`config.mk`:
```
export PLATFORM = sky130hd
export DESIGN_NAME = sqtd_ram
export DESIGN_NICKNAME = d
export VERILOG_FILES = /design/src/rtl/core/sqtd_ram.sv
export SDC_FILE = /design/constraint.sdc
export NUM_CORES = 2
export LEC_CHECK = 0
export BUFFER_PORTS_ARGS = -buffer_cell sky130_fd_sc_hd__buf_2
export CAP_MARGIN = 5
export CORE_ASPECT_RATIO = 2
export CORE_MARGIN = 2
export CORE_UTILIZATION = 45
export CTS_BUF_LIST = sky130_fd_sc_hd__clkbuf_8
export CTS_CLUSTER_SIZE = 30
export DETAILED_ROUTE_END_ITERATION = 10
export SKIP_LAST_GASP = 1
export SLEW_MARGIN = 0
export SYNTH_ARGS = -nofsm -noshare
export SYNTH_HDL_FRONTEND = slang
export SYNTH_SLANG_ARGS = --single-unit
```
`constraint.sdc`:
```
create_clock -name aclk -period 9.45 [get_ports aclk]
set_clock_uncertainty 0.15 [all_clocks]
set_input_delay 0.4725 -clock aclk [delete_from_list [all_inputs] [get_ports aclk]]
set_output_delay 0.4725 -clock aclk [all_outputs]
set_load 0.01 [all_outputs]
```
`src/rtl/core/sqtd_ram.sv`:
```
`timescale 1ns / 1ps
// ----------------------------------------------------------------------------
// sqtd_ram
// simple dual port ram, one write and one registered read per cycle
// ----------------------------------------------------------------------------
module sqtd_ram #(
    parameter int WIDTH = 32,
    parameter int DEPTH = 128
) (
    input  logic                     aclk,
    input  logic                     we,
    input  logic [$clog2(DEPTH)-1:0] waddr,
    input  logic [WIDTH-1:0]         wdata,
    input  logic [$clog2(DEPTH)-1:0] raddr,
    output logic [WIDTH-1:0]         rdata
);

    logic [WIDTH-1:0] mem [DEPTH];

    always_ff @(posedge aclk) begin
        if (we) begin
            mem[waddr] <= wdata;
        end
        rdata <= mem[raddr];
    end

endmodule

```
* Word-level counts from Yosys, hierarchy flattened
Memories as Yosys holds them, arrays and structs flattened. A register that Yosys moved wholly into a read port is not among the register bits.
Index checks and enable logic that the tools add are counted.
** Storage, ports and cells
- Register bits :: 0
- Latch bits :: 0
- RAM bits :: 4096
- ROM bits :: 0
- Bits of input ports :: 48
- Output and inout port bits :: 32
- Word-level logic and storage cells :: 3
- Memories kept :: 1
** Memories
- mem :: words 128, width 32, read ports 1, clocked after memory_dff 1, write ports 1, line 18 : logic [WIDTH-1:0] mem [DEPTH];
** Operators by class
- Add/sub/neg operators :: 0
- $mul :: 0
- Div/mod/pow operators :: 0
- Order comparisons :: 0
- Eq/ne operators :: 0
- Shift-type cells :: 0
- Muxes and demuxes :: 2
- Bitwise logic cells :: 0
- Reduce and logical (&&, ||, !) cells :: 0
** Operator list (count)
- two-way mux 1 bit :: 2

* Depth between registers and ports, before layout
- Depth in word-level cells :: 2
- Depth in mapped cells :: 8
- Gate-level depth less buffers :: 4

* Worst setup path after synthesis
Ideal clock, no wire load.
- Path type :: input to register
- Start point :: in we
- End point :: mem mem[98][0], enable pin
- Setup time :: 0.461 ns
- Data arrival time :: 3.250 ns
- Data required time :: 8.839 ns
- Setup slack :: 5.589 ns
- Stages on the path :: 3
- Buffers on the path :: 1
- Cell sequence :: clkbuf_1 nand4_1 nor3_1
** On the way
- Word-level cells in the longest chain between the ends :: 2
** RTL lines
- start: declaration :: line 11 : input logic we,
- two-way mux 1 bit :: line 21 : if (we) begin
- two-way mux 1 bit (implied by the code) :: line 22 : mem[waddr] <= wdata;
- end: declaration :: line 18
Every way passes these cells.

==> results <==
- After floorplanning, the core was sized to cover 346500 sq um.
- Input and output buffers added on the ports amount to 79.
- The wire-length estimate of the detail-placed layout is 259.2 mm.
- At the pin with the least slew margin, the transition time is 1205 ps.
- Traced cell by cell, the critical path runs through buf_12 > buf_4 > buf_4 > mux4_2 > mux4_2 > mux4_2 > mux2_2.
- For this block, the routed nets add up to 463.4 mm of wire.
- TritonCTS created 554 clock buffers.
- The total leakage power is 0.05333 uW.
- At the worst endpoint, the arrival time is 4470 ps.
- Timing would allow up to 0.2720 GHz.
- The combinational family with the most area after synthesis is multiplexers.
- The parity-gate share of the synthesized area counting xor and xnor cells is 0.
- The routed length per instance is 38.68 um.
- For this design, the slowest cell found on the critical path is sky130_fd_sc_hd__mux4_2.
- The full die area is 352300 sq um.
- Along the worst path, the maximum fanout reaches 75.
- The final instance area is 175500 sq um.
- The instance count on the critical path is 7.
- For this configuration, the core starts out at a cell density of 0.4510.
- In the post-synthesis netlist, the biggest area contributors are sky130_fd_sc_hd__edfxtp_1 (79%), sky130_fd_sc_hd__mux4_2 (19%), sky130_fd_sc_hd__clkbuf_1 (0.44%).
- The biggest area contributor in the post-synthesis netlist is sky130_fd_sc_hd__edfxtp_1.
- The Yosys step of the flow raised 0 warnings.
- The most prevalent standard cell on the critical path is sky130_fd_sc_hd__mux4_2.
- The number of hold violations in the final report is 0.
- The number of ports placed on the die boundary is 80.
- Once detail routing completed, the nets flagged for antenna violations numbered 0.
- At the end of the flow, the number of nets in the layout was 6596.
- The path class of the tightest hold or removal check is in2reg.
- The sum of overflow across all layers after global routing is 0.
- The remaining design rule violation count is 0.
- The total routing usage reported by global routing is 0.2667.
- A synthesized cell averages 26.09 sq um.
- The average vias per placed instance is 6.059.
- The final number of setup-violating endpoints is 0.
- Measured against the total synthesized area, the mux share comes to 0.1960.
- VDD sags by at most 128.8 uV.
- The clock insertion delay at the later pin of the skew report is 1090 ps.
- The tree is rooted in a sky130_fd_sc_hd__clkbuf_8.
- Headroom to the max-slew limit came out at 0.1964.
- Dividing total power by cell area gives a power density of 200.8 nW/um^2.
- The longest individual stage delay on the worst path is 750 ps.
- Counting distinct cell types in the post-synthesis netlist gives 17.
- The compound-cell area share of the yosys netlist is 0.
- The cell class contributing the biggest share of worst-path delay is multiplexers.
- STA classifies the critical path startpoint as a primary input.
- The mapped netlist covers 156300 sq um.
- The core utilization of the finished layout is 0.5066.
- The final max-slew violation count is 0.
- The longest clock path from root to sink contains 4 buffers.
- After clock tree synthesis, the clock-pin slew on the worst setup and hold paths is 60 ps.
- The die outline height is 837.4 um.
- The post-cts repair resize count is 0.
- Along the worst hold path, the cell count comes to 3.
- The flow ran to the end, and the final reports show no timing, DRC or antenna violations.
- Leaving out fill and tap cells, the most frequent cells in the layout are sky130_fd_sc_hd__edfxtp_1 (4096), sky130_fd_sc_hd__mux4_2 (1344), sky130_fd_sc_hd__clkbuf_8 (591), sky130_fd_sc_hd__buf_4 (219), sky130_fd_sc_hd__inv_1 (142).
- Of the synthesized area, sequential elements account for 0.7912.
- The first global-routing pass estimated 630.0 mm of wire.
- The number of nets produced by synthesis is 6038.
- The via count of the first global-routing pass was 74940.
- Measured in cells, the most critical reg-to-reg path has a length of 4.
- The number of vias in the routed layout is 72600.
- The gate count of the mapped netlist is 5990.
- The share of synthesized area in the top cell type comes to 0.7871.
- Summing all placed instances gives a cell area of 164000 sq um.
- The flop and latch count out of synthesis is 4128.
- The maximum number of pins on one net before global-route repair is 134.
- Across the run, the number of max-cap violations was 0.
- In the final layout, the share of cells above drive strength 1 is 0.3579.
- The die is 420.7 um wide.
- The final sum of negative setup slack is 0 ps.
- The post-CTS setup buffer count is 0.
- The congestion estimate from routability-driven global placement came to 0.8300.
- In this run, placement finished with an instance count of 10580.
- The critical path contains buffers and inverters numbering 3 combined.
- The worst setup path is of the in2reg kind.
- Of the total synthesized cell area, the portion taken by AND, OR, NAND and NOR gates is 0.004460.
- The maximum level of the CTS H-tree is 6.
- The share of the clock period used by the worst path after layout is 0.3890.
- Leaving out fill and tap cells, the most frequent cell in the layout is sky130_fd_sc_hd__edfxtp_1.
- The total power consumption of the routed design is 35240 uW.
- The clock tree from TritonCTS is built.
- The initial antenna violation count came to 108.
- The first routing iteration left 9442 violations.
- Setup repair after global routing left no endpoint under its margin.
- Data on the critical path is required at its endpoint by 10240 ps.
- The floorplan has 306 rows.
- The number of detailed-route iterations in the first pass is 6.
- Of the total synthesized cell area, the portion taken by full adders, half adders and majority gates is 0.
- After filler insertion, the fill cell instance count of the layout stands at 26990.
- The area overhead of the layout relative to synthesis is 12.32%.
- The worst setup path is captured at a register.
- The count of clock tree sinks is 4128.
- For this run, the number of standard cells in the final layout without fillers is 11980.
- The minimum clock period after layout is 3676 ps.
flip-flops by register name (all words and copies together) (netlist names):
register and flops:
rdata 32, mem 4096
path summary, 6_finish.rpt:
path | startpoint | to | slack, ps
min reg2reg | mem[44][12] | rdata[12] | 980
max reg2reg | mem[118][1] | rdata[1] | 6360
max | raddr[0] | rdata[1] | 5770
min | raddr[6] | rdata[11] | 130
metal layers:
metal | vias up | share of wire | wire length [um] | GRT usage
li1 | 27900 | - | - | -
met1 | 40060 | 0.33 | 150800 | 0.2995
met2 | 3746 | 0.53 | 246200 | 0.4688
met3 | 876 | 0.070 | 32380 | 0.03387
met4 | 22 | 0.073 | 33970 | 0.1874
met5 | - | 0.00033 | 152 | 0
logic make-up after synthesis:
logic type,Yosys count
buffers and inverters,316
and+or+nand+nor,170
DFF,4128
muxes,1376
cells in the mapped netlist, drive strengths merged:
cell       n
or3        1
buf      134
dfxtp     32
clkbuf   182
nand2     14
nand4      3
nor2     122
edfxtp  4096
nand2b     2
nor3       9
nor2b      7
mux4    1344
mux2      32
nand3     12
where the power goes:
group / internal [uW] / total, uW / leakage, uW / switching [uW]
registers: 20200 / 20300 / 0.0371 / 101
clock network: 6200 / 12900 / 0.00574 / 6650
logic: 734 / 2070 / 0.0105 / 1340
total: 27200 / 35200 / 0.0533 / 8090
layout make-up:
type                       instances  area, sq um  share of cell area
sequential                      4128       123600              0.7044
multi-input combinational       1546        32280              0.1839
clock buffer                     591         8134             0.04634
tap                             4620         5781             0.03293
timing repair buffer             318         2670             0.01521
clock inverter                   383         2026             0.01154
antenna                          396        991.0            0.005646
through the flow:
step	setup WS, ps	hold slack [ps]
final	5774	131.7
after global routing	5618	120.6
after CTS	5736	98.63
after detailed placement	4578	768.7
after global placement	4572	770.6
after floorplan	5589	421.4
tightest hold or removal path, stage by stage:
cell,delay [ps]
sky130_fd_sc_hd__buf_4,320
sky130_fd_sc_hd__mux4_2,340
sky130_fd_sc_hd__mux2_2,140
timing repair:
action,in CTS,in global routing
hold endpoints to repair,1651,0
endpoints found under the setup margin,0,0
hold buffers,34,0
(Power assumes the default switching activity.)
